$ cat config.mk
export PLATFORM = sky130hd
export DESIGN_NAME = demand_paging_lru_translate_flat
export DESIGN_NICKNAME = d
export VERILOG_FILES = /design/src/rtl/core/dpl_pkg.sv /design/src/rtl/core/dpl_in_if.sv /design/src/rtl/core/dpl_out_if.sv /design/src/rtl/core/dpl_ram.sv /design/src/rtl/core/dpl_addr.sv /design/src/rtl/core/demand_paging_lru_translate.sv /design/src/flat_wrapper.sv
export SDC_FILE = /design/constraint.sdc
export NUM_CORES = 1
export LEC_CHECK = 0
export ABC_CLOCK_PERIOD_IN_PS = 7300
export BUFFER_PORTS_ARGS = -buffer_cell sky130_fd_sc_hd__clkbuf_2
export CAP_MARGIN = 25
export CELL_PAD_IN_SITES_DETAIL_PLACEMENT = 0
export CELL_PAD_IN_SITES_GLOBAL_PLACEMENT = 1
export CORE_ASPECT_RATIO = 0.6
export CORE_MARGIN = 2
export CORE_UTILIZATION = 40
export DETAILED_ROUTE_END_ITERATION = 6
export GPL_TIMING_DRIVEN = 0
export PLACE_DENSITY_LB_ADDON = 0.2
export SLEW_MARGIN = 10
export SYNTH_ARGS = -nofsm -noshare
export SYNTH_HDL_FRONTEND = slang
export SYNTH_HIERARCHICAL = 1
export SYNTH_SLANG_ARGS = --single-unit
$ cat constraint.sdc
create_clock -name clk -period 7.3 [get_ports clk]
set_clock_uncertainty 0.15 [all_clocks]
set_input_delay 0 -clock clk [delete_from_list [all_inputs] [get_ports clk]]
set_output_delay 0 -clock clk [all_outputs]
set_load 0.02 [all_outputs]
$ cat src/rtl/core/dpl_pkg.sv
// Shared constants, types and the sequencer state encoding for the demand-paging translator.
// Used by every file under rtl/core except dpl_ram; depends on nothing.
package dpl_pkg;

  localparam int VA_W        = 18;
  localparam int PA_W        = 16;
  localparam int CNT_W       = 32;
  localparam int SHIFT_W     = 4;
  localparam int PAGE_NUM_W  = 14;
  localparam int OFFSET_W    = 12;
  localparam int MAX_FRAME_W = 8;
  localparam int COMPOSE_W   = MAX_FRAME_W + OFFSET_W;

  localparam logic [SHIFT_W-1:0] SHIFT_MIN   = 4'd4;
  localparam logic [SHIFT_W-1:0] SHIFT_MAX   = 4'd12;
  localparam logic [SHIFT_W-1:0] SHIFT_RESET = 4'd12;

  localparam int VIRTUAL_PAGES_DEF   = 64;
  localparam int PHYSICAL_FRAMES_DEF = 16;

  typedef struct packed {
    logic [PAGE_NUM_W-1:0] page_num;
    logic                  out_of_range;
  } split_t;

  typedef enum logic [3:0] {
    S_CLEAR,
    S_IDLE,
    S_DECODE,
    S_PT_CHECK,
    S_EV_STACK,
    S_EV_TABLE,
    S_EV_LOAD,
    S_SCAN_START,
    S_SCAN,
    S_INSERT,
    S_DONE
  } state_t;

endpackage

$ cat src/rtl/core/dpl_in_if.sv
// Request channel carrying one virtual address per transfer.
// Depends on dpl_pkg for the field width.
interface dpl_in_if;
  logic                       valid;
  logic                       ready;
  logic [dpl_pkg::VA_W-1:0]   virtual_address;

  modport source (output valid, output virtual_address, input ready);
  modport sink (input valid, input virtual_address, output ready);
endinterface

$ cat src/rtl/core/dpl_out_if.sv
// Response channel carrying one translation result per transfer.
// Depends on dpl_pkg for the field widths.
interface dpl_out_if;
  logic                        valid;
  logic                        ready;
  logic [dpl_pkg::PA_W-1:0]    physical_address;
  logic                        page_fault;
  logic                        out_of_range;
  logic [dpl_pkg::CNT_W-1:0]   fault_count;
  logic [dpl_pkg::CNT_W-1:0]   access_count;

  modport source (output valid, output physical_address, output page_fault,
                  output out_of_range, output fault_count, output access_count, input ready);
  modport sink (input valid, input physical_address, input page_fault,
                input out_of_range, input fault_count, input access_count, output ready);
endinterface

$ cat src/rtl/core/dpl_ram.sv
// Generic single-write, single-read RAM with a registered read port.
// Standalone; used for the page table and the recency stack.
module dpl_ram #(
  parameter int WIDTH = 8,
  parameter int DEPTH = 16
) (
  input  logic                                   clk,
  input  logic                                   we,
  input  logic [((DEPTH > 1) ? $clog2(DEPTH) : 1)-1:0] waddr,
  input  logic [WIDTH-1:0]                       wdata,
  input  logic [((DEPTH > 1) ? $clog2(DEPTH) : 1)-1:0] raddr,
  output logic [WIDTH-1:0]                       rdata
);

  logic [WIDTH-1:0] mem [DEPTH];

  always_ff @(posedge clk) begin
    if (we) begin
      mem[waddr] <= wdata;
    end
    rdata <= mem[raddr];
  end

endmodule

$ cat src/rtl/core/dpl_addr.sv
// Address splitter and physical address composer.
// Clamps the page shift, splits the virtual address and joins frame and offset; uses dpl_pkg.
module dpl_addr #(
  parameter int VIRTUAL_PAGES = dpl_pkg::VIRTUAL_PAGES_DEF
) (
  input  logic [dpl_pkg::VA_W-1:0]        virtual_address,
  input  logic [dpl_pkg::SHIFT_W-1:0]     page_shift,
  input  logic [dpl_pkg::MAX_FRAME_W-1:0] frame,
  output dpl_pkg::split_t                 split,
  output logic [dpl_pkg::PA_W-1:0]        physical_address
);

  logic [dpl_pkg::SHIFT_W-1:0]   shift;
  logic [dpl_pkg::VA_W-1:0]      shifted;
  logic [dpl_pkg::VA_W-1:0]      mask;
  logic [dpl_pkg::OFFSET_W-1:0]  offset;
  logic [dpl_pkg::COMPOSE_W-1:0] composed;

  always_comb begin
    if (page_shift < dpl_pkg::SHIFT_MIN) begin
      shift = dpl_pkg::SHIFT_MIN;
    end else if (page_shift > dpl_pkg::SHIFT_MAX) begin
      shift = dpl_pkg::SHIFT_MAX;
    end else begin
      shift = page_shift;
    end
    shifted = virtual_address >> shift;
    mask = (dpl_pkg::VA_W'(1) << shift) - dpl_pkg::VA_W'(1);
    offset = dpl_pkg::OFFSET_W'(virtual_address & mask);
    split.page_num = shifted[dpl_pkg::PAGE_NUM_W-1:0];
    split.out_of_range = (32'(split.page_num) >= 32'(VIRTUAL_PAGES));
    composed = (dpl_pkg::COMPOSE_W'(frame) << shift) | dpl_pkg::COMPOSE_W'(offset);
    physical_address = composed[dpl_pkg::PA_W-1:0];
  end

endmodule

$ cat src/rtl/core/demand_paging_lru_translate.sv
// Demand-paging address translator with least-recently-used frame replacement.
// Instantiates dpl_addr and two dpl_ram; uses dpl_pkg, dpl_in_if and dpl_out_if.
//
// Usage: addr_req carries one virtual address per transfer, xlat_rsp one result per
// transfer (physical address, fault flag, out-of-range flag, running fault and access
// counts). The page size is set through cfg_wr_en/cfg_wr_data; the user must write it
// only while the block is idle, which the block itself does not enforce. After reset
// the page table is cleared one entry per cycle, with addr_req.ready low until every
// entry is cleared; the page shift register returns to 12. Frames are handed out
// lowest first, so frame allocation is a fill count. One request is handled at a time.
// On a hit the recency stack is searched and shifted one entry per cycle through a
// single compare unit and the stack memory port, up to the page's position. A fault
// walks all stack entries and then inserts, after first evicting the least recently
// used page when no frame is free. An out-of-range address goes from decode straight
// to the result register and changes no state. The result register frees the engine:
// a new request is taken while a result waits, and a stalled receiver only holds the
// engine once the next result is ready to be loaded.
module demand_paging_lru_translate #(
  parameter int VIRTUAL_PAGES   = dpl_pkg::VIRTUAL_PAGES_DEF,
  parameter int PHYSICAL_FRAMES = dpl_pkg::PHYSICAL_FRAMES_DEF
) (
  input  logic                           clk,
  input  logic                           rst,
  input  logic                           cfg_wr_en,
  input  logic [dpl_pkg::SHIFT_W-1:0]    cfg_wr_data,
  dpl_in_if.sink                         addr_req,
  dpl_out_if.source                      xlat_rsp
);

  localparam int PW = $clog2(VIRTUAL_PAGES);
  localparam int FW = (PHYSICAL_FRAMES > 1) ? $clog2(PHYSICAL_FRAMES) : 1;
  localparam int CW = $clog2(PHYSICAL_FRAMES + 1);
  localparam int EW = FW + 1;

  dpl_pkg::state_t state, state_next;

  logic [dpl_pkg::SHIFT_W-1:0] page_shift;
  logic [dpl_pkg::VA_W-1:0]    va;
  logic [FW-1:0]               frame;
  logic [PW-1:0]               victim;
  logic [PW-1:0]               carry;
  logic [FW-1:0]               idx;
  logic [PW-1:0]               clr_idx;
  logic [CW-1:0]               used_cnt;
  logic [CW-1:0]               rec_cnt;
  logic [dpl_pkg::CNT_W-1:0]   fault_cnt;
  logic [dpl_pkg::CNT_W-1:0]   access_cnt;
  logic                        fault;
  logic                        oor;
  logic                        rsp_valid;
  logic                        rsp_load;

  dpl_pkg::split_t             split;
  logic [dpl_pkg::PA_W-1:0]    pa;
  logic [PW-1:0]               page;

  logic                        pt_we;
  logic [PW-1:0]               pt_waddr;
  logic [EW-1:0]               pt_wdata;
  logic [PW-1:0]               pt_raddr;
  logic [EW-1:0]               pt_rdata;
  logic                        st_we;
  logic [FW-1:0]               st_waddr;
  logic [PW-1:0]               st_wdata;
  logic [FW-1:0]               st_raddr;
  logic [PW-1:0]               st_rdata;

  logic                        frame_free;
  logic                        scan_last;

  dpl_addr #(
    .VIRTUAL_PAGES (VIRTUAL_PAGES)
  ) u_addr (
    .virtual_address  (va),
    .page_shift       (page_shift),
    .frame            (dpl_pkg::MAX_FRAME_W'(frame)),
    .split            (split),
    .physical_address (pa)
  );

  dpl_ram #(
    .WIDTH (EW),
    .DEPTH (VIRTUAL_PAGES)
  ) u_page_table (
    .clk   (clk),
    .we    (pt_we),
    .waddr (pt_waddr),
    .wdata (pt_wdata),
    .raddr (pt_raddr),
    .rdata (pt_rdata)
  );

  dpl_ram #(
    .WIDTH (PW),
    .DEPTH (PHYSICAL_FRAMES)
  ) u_recency (
    .clk   (clk),
    .we    (st_we),
    .waddr (st_waddr),
    .wdata (st_wdata),
    .raddr (st_raddr),
    .rdata (st_rdata)
  );

  assign page = split.page_num[PW-1:0];
  assign frame_free = (used_cnt < CW'(PHYSICAL_FRAMES));
  assign scan_last = ((CW'(idx) + CW'(1)) == rec_cnt);
  assign rsp_load = (state == dpl_pkg::S_DONE) && (!rsp_valid || xlat_rsp.ready);

  always_ff @(posedge clk) begin
    if (rst) begin
      state <= dpl_pkg::S_CLEAR;
    end else begin
      state <= state_next;
    end
  end

  always_comb begin
    state_next = state;
    addr_req.ready = 1'b0;
    pt_we = 1'b0;
    pt_waddr = page;
    pt_wdata = {1'b1, frame};
    pt_raddr = page;
    st_we = 1'b0;
    st_waddr = idx;
    st_wdata = carry;
    st_raddr = idx;
    unique case (state)
      dpl_pkg::S_CLEAR: begin
        pt_we = 1'b1;
        pt_waddr = clr_idx;
        pt_wdata = '0;
        if (32'(clr_idx) == VIRTUAL_PAGES - 1) begin
          state_next = dpl_pkg::S_IDLE;
        end
      end
      dpl_pkg::S_IDLE: begin
        addr_req.ready = 1'b1;
        if (addr_req.valid) begin
          state_next = dpl_pkg::S_DECODE;
        end
      end
      dpl_pkg::S_DECODE: begin
        if (split.out_of_range) begin
          state_next = dpl_pkg::S_DONE;
        end else begin
          state_next = dpl_pkg::S_PT_CHECK;
        end
      end
      dpl_pkg::S_PT_CHECK: begin
        if (pt_rdata[FW]) begin
          state_next = dpl_pkg::S_SCAN_START;
        end else if (frame_free || rec_cnt == '0) begin
          state_next = dpl_pkg::S_EV_LOAD;
        end else begin
          st_raddr = FW'(rec_cnt - CW'(1));
          state_next = dpl_pkg::S_EV_STACK;
        end
      end
      dpl_pkg::S_EV_STACK: begin
        pt_raddr = st_rdata;
        state_next = dpl_pkg::S_EV_TABLE;
      end
      dpl_pkg::S_EV_TABLE: begin
        pt_we = 1'b1;
        pt_waddr = victim;
        pt_wdata = {1'b0, pt_rdata[FW-1:0]};
        state_next = dpl_pkg::S_EV_LOAD;
      end
      dpl_pkg::S_EV_LOAD: begin
        pt_we = 1'b1;
        state_next = dpl_pkg::S_SCAN_START;
      end
      dpl_pkg::S_SCAN_START: begin
        st_raddr = '0;
        if (rec_cnt == '0) begin
          state_next = dpl_pkg::S_INSERT;
        end else begin
          state_next = dpl_pkg::S_SCAN;
        end
      end
      dpl_pkg::S_SCAN: begin
        st_we = 1'b1;
        st_raddr = idx + FW'(1);
        if (st_rdata == page) begin
          state_next = dpl_pkg::S_DONE;
        end else if (scan_last) begin
          if (rec_cnt < CW'(PHYSICAL_FRAMES)) begin
            state_next = dpl_pkg::S_INSERT;
          end else begin
            state_next = dpl_pkg::S_DONE;
          end
        end
      end
      dpl_pkg::S_INSERT: begin
        st_we = 1'b1;
        st_waddr = rec_cnt[FW-1:0];
        state_next = dpl_pkg::S_DONE;
      end
      dpl_pkg::S_DONE: begin
        if (rsp_load) begin
          state_next = dpl_pkg::S_IDLE;
        end
      end
      default: begin
        state_next = dpl_pkg::S_CLEAR;
      end
    endcase
  end

  always_ff @(posedge clk) begin
    if (rst) begin
      page_shift <= dpl_pkg::SHIFT_RESET;
    end else if (cfg_wr_en) begin
      page_shift <= cfg_wr_data;
    end
  end

  always_ff @(posedge clk) begin
    if (rst) begin
      clr_idx <= '0;
      used_cnt <= '0;
      rec_cnt <= '0;
      fault_cnt <= '0;
      access_cnt <= '0;
    end else begin
      unique case (state)
        dpl_pkg::S_CLEAR: begin
          clr_idx <= clr_idx + PW'(1);
        end
        dpl_pkg::S_DECODE: begin
          if (!split.out_of_range) begin
            access_cnt <= access_cnt + dpl_pkg::CNT_W'(1);
          end
        end
        dpl_pkg::S_PT_CHECK: begin
          if (!pt_rdata[FW]) begin
            fault_cnt <= fault_cnt + dpl_pkg::CNT_W'(1);
            if (frame_free) begin
              used_cnt <= used_cnt + CW'(1);
            end
          end
        end
        dpl_pkg::S_EV_TABLE: begin
          rec_cnt <= rec_cnt - CW'(1);
        end
        dpl_pkg::S_INSERT: begin
          rec_cnt <= rec_cnt + CW'(1);
        end
        default: begin
        end
      endcase
    end
  end

  always_ff @(posedge clk) begin
    unique case (state)
      dpl_pkg::S_IDLE: begin
        va <= addr_req.virtual_address;
      end
      dpl_pkg::S_DECODE: begin
        oor <= split.out_of_range;
        fault <= 1'b0;
      end
      dpl_pkg::S_PT_CHECK: begin
        if (pt_rdata[FW]) begin
          frame <= pt_rdata[FW-1:0];
        end else begin
          fault <= 1'b1;
          if (frame_free) begin
            frame <= used_cnt[FW-1:0];
          end else begin
            frame <= '0;
          end
        end
      end
      dpl_pkg::S_EV_STACK: begin
        victim <= st_rdata;
      end
      dpl_pkg::S_EV_TABLE: begin
        frame <= pt_rdata[FW-1:0];
      end
      dpl_pkg::S_SCAN_START: begin
        carry <= page;
        idx <= '0;
      end
      dpl_pkg::S_SCAN: begin
        carry <= st_rdata;
        idx <= idx + FW'(1);
      end
      default: begin
      end
    endcase
  end

  always_ff @(posedge clk) begin
    if (rst) begin
      rsp_valid <= 1'b0;
    end else if (rsp_load) begin
      rsp_valid <= 1'b1;
    end else if (xlat_rsp.ready) begin
      rsp_valid <= 1'b0;
    end
  end

  always_ff @(posedge clk) begin
    if (rsp_load) begin
      xlat_rsp.out_of_range <= oor;
      if (oor) begin
        xlat_rsp.physical_address <= '0;
        xlat_rsp.page_fault <= 1'b0;
        xlat_rsp.fault_count <= '0;
        xlat_rsp.access_count <= '0;
      end else begin
        xlat_rsp.physical_address <= pa;
        xlat_rsp.page_fault <= fault;
        xlat_rsp.fault_count <= fault_cnt;
        xlat_rsp.access_count <= access_cnt;
      end
    end
  end

  assign xlat_rsp.valid = rsp_valid;

endmodule

$ cat src/flat_wrapper.sv
// flat-port wrapper written by rule: the top's interface ports become plain ports
module demand_paging_lru_translate_flat 
#(
  parameter int VIRTUAL_PAGES   = dpl_pkg::VIRTUAL_PAGES_DEF,
  parameter int PHYSICAL_FRAMES = dpl_pkg::PHYSICAL_FRAMES_DEF
)
  (clk, rst, cfg_wr_en, cfg_wr_data, addr_req_valid, addr_req_virtual_address, addr_req_ready, xlat_rsp_valid, xlat_rsp_physical_address, xlat_rsp_page_fault, xlat_rsp_out_of_range, xlat_rsp_fault_count, xlat_rsp_access_count, xlat_rsp_ready);
  dpl_in_if addr_req_i ();
  dpl_out_if xlat_rsp_i ();
  input  logic clk;
  input  logic rst;
  input  logic cfg_wr_en;
  input  logic [dpl_pkg::SHIFT_W-1:0] cfg_wr_data;
  input wire logic [$bits(addr_req_i.valid)-1:0] addr_req_valid;
  input wire logic [$bits(addr_req_i.virtual_address)-1:0] addr_req_virtual_address;
  output wire logic [$bits(addr_req_i.ready)-1:0] addr_req_ready;
  output wire logic [$bits(xlat_rsp_i.valid)-1:0] xlat_rsp_valid;
  output wire logic [$bits(xlat_rsp_i.physical_address)-1:0] xlat_rsp_physical_address;
  output wire logic [$bits(xlat_rsp_i.page_fault)-1:0] xlat_rsp_page_fault;
  output wire logic [$bits(xlat_rsp_i.out_of_range)-1:0] xlat_rsp_out_of_range;
  output wire logic [$bits(xlat_rsp_i.fault_count)-1:0] xlat_rsp_fault_count;
  output wire logic [$bits(xlat_rsp_i.access_count)-1:0] xlat_rsp_access_count;
  input wire logic [$bits(xlat_rsp_i.ready)-1:0] xlat_rsp_ready;
  assign addr_req_i.valid = addr_req_valid;
  assign addr_req_i.virtual_address = addr_req_virtual_address;
  assign addr_req_ready = addr_req_i.ready;
  assign xlat_rsp_valid = xlat_rsp_i.valid;
  assign xlat_rsp_physical_address = xlat_rsp_i.physical_address;
  assign xlat_rsp_page_fault = xlat_rsp_i.page_fault;
  assign xlat_rsp_out_of_range = xlat_rsp_i.out_of_range;
  assign xlat_rsp_fault_count = xlat_rsp_i.fault_count;
  assign xlat_rsp_access_count = xlat_rsp_i.access_count;
  assign xlat_rsp_i.ready = xlat_rsp_ready;
  demand_paging_lru_translate #(.VIRTUAL_PAGES(VIRTUAL_PAGES), .PHYSICAL_FRAMES(PHYSICAL_FRAMES)) u_core (.clk(clk), .rst(rst), .cfg_wr_en(cfg_wr_en), .cfg_wr_data(cfg_wr_data), .addr_req(addr_req_i), .xlat_rsp(xlat_rsp_i));
endmodule
* After elaboration in Yosys (flattened, before gate mapping) *
Memories as Yosys holds them, arrays and structs flattened. A register that Yosys moved wholly into a read port is not among the register bits.
Index checks and enable logic that the tools add are counted.
W data, S select, Z words.

storage, ports and cells
  flip-flop bits (word level) = 211
  memory bits (writable) = 416
  memories kept = 2

cells by class
  add/sub/neg operators = 9
  $lt $le $gt $ge = 5
  eq/ne operators = 18
  shifts and indexed selects = 3
  multiplexer cells = 37
  bitwise operators = 4
  reduce and logical (&&, ||, !) cells = 18

memory list
  memory                   words  width  rd ports  clocked after Yosys merged registers in  write ports  line           source
  u_core.u_page_table.mem  64     5      1         1                                        1            dpl_ram.sv:15  logic [WIDTH-1:0] mem [DEPTH];
  u_core.u_recency.mem     16     6      1         1                                        1            dpl_ram.sv:15

operators with widths
  operator                 number
  $add A32 B1 Y32 const B  2
  $mux W4                  14
  $pmux W4 S11             1
  $pmux W6 S2              2
  $pmux W5 S2              2
  $shr A18 B4 Y14          1
  $eq A4 B3 Y1 const B     4
  $or A16 B12 Y16          1
  $pmux W4 S2              2
  $shl A4 B4 Y16           1
  $ge A14 B7 Y1 const B    1
  $and A12 B12 Y12         1
  $eq A4 B4 Y1 const B     3
  $pmux W4 S3              1
  $shl A1 B4 Y12 const A   1
  $sub A12 B2 Y12 const B  1
  $mux W1                  11
  $add A5 B1 Y5 const B    2
  $lt A5 B5 Y1 const B     2
  $reduce_bool A2 Y1       5
  $eq A4 B2 Y1 const B     2
  $add A6 B1 Y6 const B    1
  $eq A6 B6 Y1             1
  $eq A6 B6 Y1 const B     1
  other kinds (24)         31

* Depth between registers and ports, before layout *
  word-level depth = 7
  gate-level depth with buffers = 16
  depth with buffers taken out = 11

* Modules after synthesis *
The synthesis kept the hierarchy.

modules (own cells, without submodules)
  module                          instances  cells an instance  area each (um2)  sequential area each (um2)
  dpl_ram at u_core.u_page_table  1          610                12,768.5         9,709.3
  demand_paging_lru_translate     1          848                9,162.5          5,445.2
  dpl_ram at u_core.u_recency     1          178                3,895.0          3,002.9
  dpl_addr                        1          185                1,260.0          0.0

* Worst setup path before layout *
No wires, ideal clock.

  kind = register -> register
  start = register u_core.state[0]
  end = register u_core.xlat_rsp.access_count[0], enable pin
  data arrival time = 4,391 ps
  required time = 6,618 ps
  slack = 2,227 ps
  stages on the path, launching flop included = 4
  buffers on the path = 1
  path through = dfxtp_1 > clkbuf_1 > nand4bb_1 > nor2b_1

between the ends
  cells in the longest elaborated chain, start to end = 2

ends and longest elaborated chain
  item                    line                                source
  start, declared         demand_paging_lru_translate.sv:35   dpl_pkg::state_t state, state_next;
  start signal, assigned  demand_paging_lru_translate.sv:112  state <= dpl_pkg::S_CLEAR;
  start signal, assigned  demand_paging_lru_translate.sv:114  state <= state_next;
  $eq A4 B4 Y1            demand_paging_lru_translate.sv:108  assign rsp_load = (state == dpl_pkg::S_DONE) && (!rsp_valid || xlat_rsp.ready);
  $logic_and A1 B1 Y1     demand_paging_lru_translate.sv:108
  via u_core.rsp_load     demand_paging_lru_translate.sv:51   logic rsp_load;
  end signal, assigned    demand_paging_lru_translate.sv:319  xlat_rsp.access_count <= access_cnt;
  end, declared           dpl_out_if.sv:13                    output out_of_range, output fault_count, output access_count, input ready);

The timed path passes the listed nets, and every way through them passes these cells.
A chain may end at the register's enable or synchronous reset.

==> impl_metrics.yaml <==
timing:
  hold_violations: 0
  rsz0062_at_grt: "false"
  worstMarginPinSlew_ns: 1.03
  relSlewSlack_pct: 30.5
  layout_min_cycle_time_ns: 5.57
  report.final.slew_viol_count: 0
  finalSetupTns_ns: 0
  period_share_pct: 76.4
  clock.fmax_ghz: 0.179
  setup_viol: 0
detailed_routing:
  post_drt_wl_per_cell_um: 22.4
  wirelength_um: 67300
  drtIter0Drc: 1502
  drt_first_pass_iters: 5
  drt-vias-per-instance: 5.45
  drc: 0
  via_count: 16408
  postRouteAntennaNets: 0
global_routing:
  gr-max-usage-layer: "met1"
  grt_usage_pct: 19.3
  grt_use_met1_pct: 31.6
  antenna_found_initial: 0
  gr-total-overflow: 0
  grt_pass1_vias: 15620
  grt_max_degree: 74
  met2_usage_pct: 25.5
  grt_pass1_wl_um: 101000
  grt_use_met3_pct: 4.79
die:
  num_io_pins: 111
  dieArea_sq_um: 69700
  die_w_um: 340
  core_area_sq_um: 66500
  die_h_um: 205
  start_util_pct: 40.6
  row_count: 73
setup_path:
  crit_top_cell: "buf_2"
  crit_family: "buffers and inverters"
  cp.required_ns: 7.65
  critPathSlowestCell: "buf_1"
  critPathArrivalTime_ns: 5.92
  cp-start-kind: "register"
  crit_buf_inv: 5
  critPathMaxFanout: 10
  cp_cell_sequence: "buf_2 > buf_2 > nor2_1 > a2111oi_0 > a21oi_1 > mux2_2 > a21oi_1 > mux2_2 > clkbuf_8 > buf_2 > buf_1 > nor2_1 > a22oi_1 > a31oi_1 > or3_1"
  path_class: "register to register"
  slowest_delay_ns: 0.73
  cp-end-kind: "register"
placement:
  portBuffers: 109
  dp_hpwl_um: 46200
  place.gp.congestion: 0.872
  placedCellCount: 2843
pwr:
  clockPowerShare_pct: 33.0
  cellInternalPower_mw: 6.95
  power.density_nw_per_um2: 312
  p_sw_share_pct: 29.4
  peakVddDrop_mv: 0.209
  seqPwrFrac_pct: 46.4
  leakagePower_nw: 10.4
  netSwitchingPower_mw: 2.89
  power_frac_comb_pct: 20.6
cells_and_area:
  finalNetCount: 2097
  layout-drive-gt1-share_pct: 18.7
  final_cells: 3011
  utilization_pct: 47.4
  syn2layout_area_growth_pct: 16.7
  diodes: 0
cts:
  cts_max_path_buffers: 3
  cts_setup_buffers: 0
  cts_resized: 0
  clock_tree.root_cell: "clkbuf_16"
  numClockSinks: 638
  cts_tree: "yes"
  worstSkewPairLatency_ns: 0.65
  cts.htree.levels: 2
  clkTransAtPathRegs_ns: 0.07
  cts_made_buffers: 59
hold_path:
  hold_class: "input port to register"
synthesis:
  syn-instance-count: 1808
  syn_avg_cell_area_sq_um: 14.9
  netlist_area_sq_um: 27000
  yosys_warnings: 6
run_status:
  status: "finished clean"
run:
  cap_violations: 0
-- registers in the layout, indices dropped and copies added (netlist names), 6 cells and up --
signal and flops:
u_core/access_cnt 32, u_core/carry 6, u_core/clr_idx 6, u_core/fault_cnt 32
u_core/u_page_table/mem 320, u_core/u_recency/mem 96, u_core/u_recency/rdata 6, u_core/va 18
u_core/victim 6, u_core/xlat_rsp.access_count 32, u_core/xlat_rsp.fault_count 32, u_core/xlat_rsp.physical_address 16
-- layout make-up --
cell class | count | area, sq um
timing repair buffer | 177 | 1280
inverter | 24 | 90.1
buffer | 108 | 584
fill | 5855 | 35000
tap | 900 | 1130
multi-input combinational | 1053 | 8270
clock inverter | 44 | 497
sequential | 638 | 18200
clock buffer | 67 | 1530
-- worst register-to-register path, delay by kind of cell, from the launching register on --
| kind | cells | cell delay, ns |
|---|---|---|
| buffers and inverters | 5 | 1.81 |
| AO/OA/AOI/OAI | 5 | 1.77 |
| AND/OR/NAND/NOR | 3 | 0.79 |
| multiplexers | 2 | 0.58 |
| flip-flops | 1 | 0.34 |
-- cells in the final DEF, fill, tap and decap left out, types with 24 or more instances in the layout --
cell type      count
mux2_2            24
clkbuf_16         59
edfxtp_1         538
clkbuf_1          70
mux4_1            26
nor2b_1           94
xnor2_1           40
nand2_1          111
a22oi_1           25
dlygate4sd3_1     53
xor2_1            26
o21ai_0           48
nand3_1           35
nor2_1           174
clkbuf_2         111
nor3_1            30
inv_1             24
mux4_2            87
or3_1             30
dfxtp_1          100
a21oi_1           51
-- per-layer routing --
metal	up-vias	routed length, um
met5	-	0
met3	80	5780
met1	8298	34100
met2	573	26400
met4	0	967
li1	7457	-
-- power groups by stage --
stage / combinational, mW / clock, mW / sequential [mW]
after floorplan: 1.24 / 0 / 4.59
after global routing: 2.18 / 3.47 / 4.58
after detailed placement: 1.98 / 0 / 4.64
after CTS: 2.01 / 3.32 / 4.57
after global placement: 1.90 / 0 / 4.66
final: 2.03 / 3.24 / 4.56
-- repair_timing --
item                                    in CTS  in global routing
endpoints found under the setup margin       0                  0
hold buffers                                53                  0
hold endpoints to repair                   104                  0
-- path summary, 6_finish.rpt --
| check | startpoint | end | slack [ns] | cells past startpoint |
|---|---|---|---|---|
| min reg2reg | u_core/oor$_DFFE_PP_ | u_core/xlat_rsp.out_of_range$_DFFE_PP_ | 0.32 | 0 |
| max reg2reg | u_core/page_shift[1]$_SDFFE_PP0P_ | u_core/u_page_table/rdata[1]$_DFF_P_ | 1.73 | 15 |
| min | cfg_wr_en | u_core/page_shift[2]$_SDFFE_PP1P_ | 0.08 | 3 |
| max | u_core/page_shift[1]$_SDFFE_PP0P_ | u_core/u_page_table/rdata[1]$_DFF_P_ | 1.73 | 15 |
-- through the flow --
| stage | setup WS [ns] | cell area [sq um] | hold slack (ns) | total power, mW |
|---|---|---|---|---|
| 2_1_floorplan | 2.23 | 27100 | -0.0511 | 5.84 |
| 3_3_place_gp | 0.580 | 28800 | 0.0263 | 6.56 |
| 3_5_place_dp | 1.93 | 28900 | 0.0291 | 6.62 |
| 4_1_cts | 1.87 | 31500 | 0.0318 | 9.90 |
| 5_1_grt | 1.41 | 31500 | 0.0681 | 10.2 |
| 6_report | 1.73 | 31500 | 0.0795 | 9.83 |
Note: power is estimated with default switching activity, not from simulation.
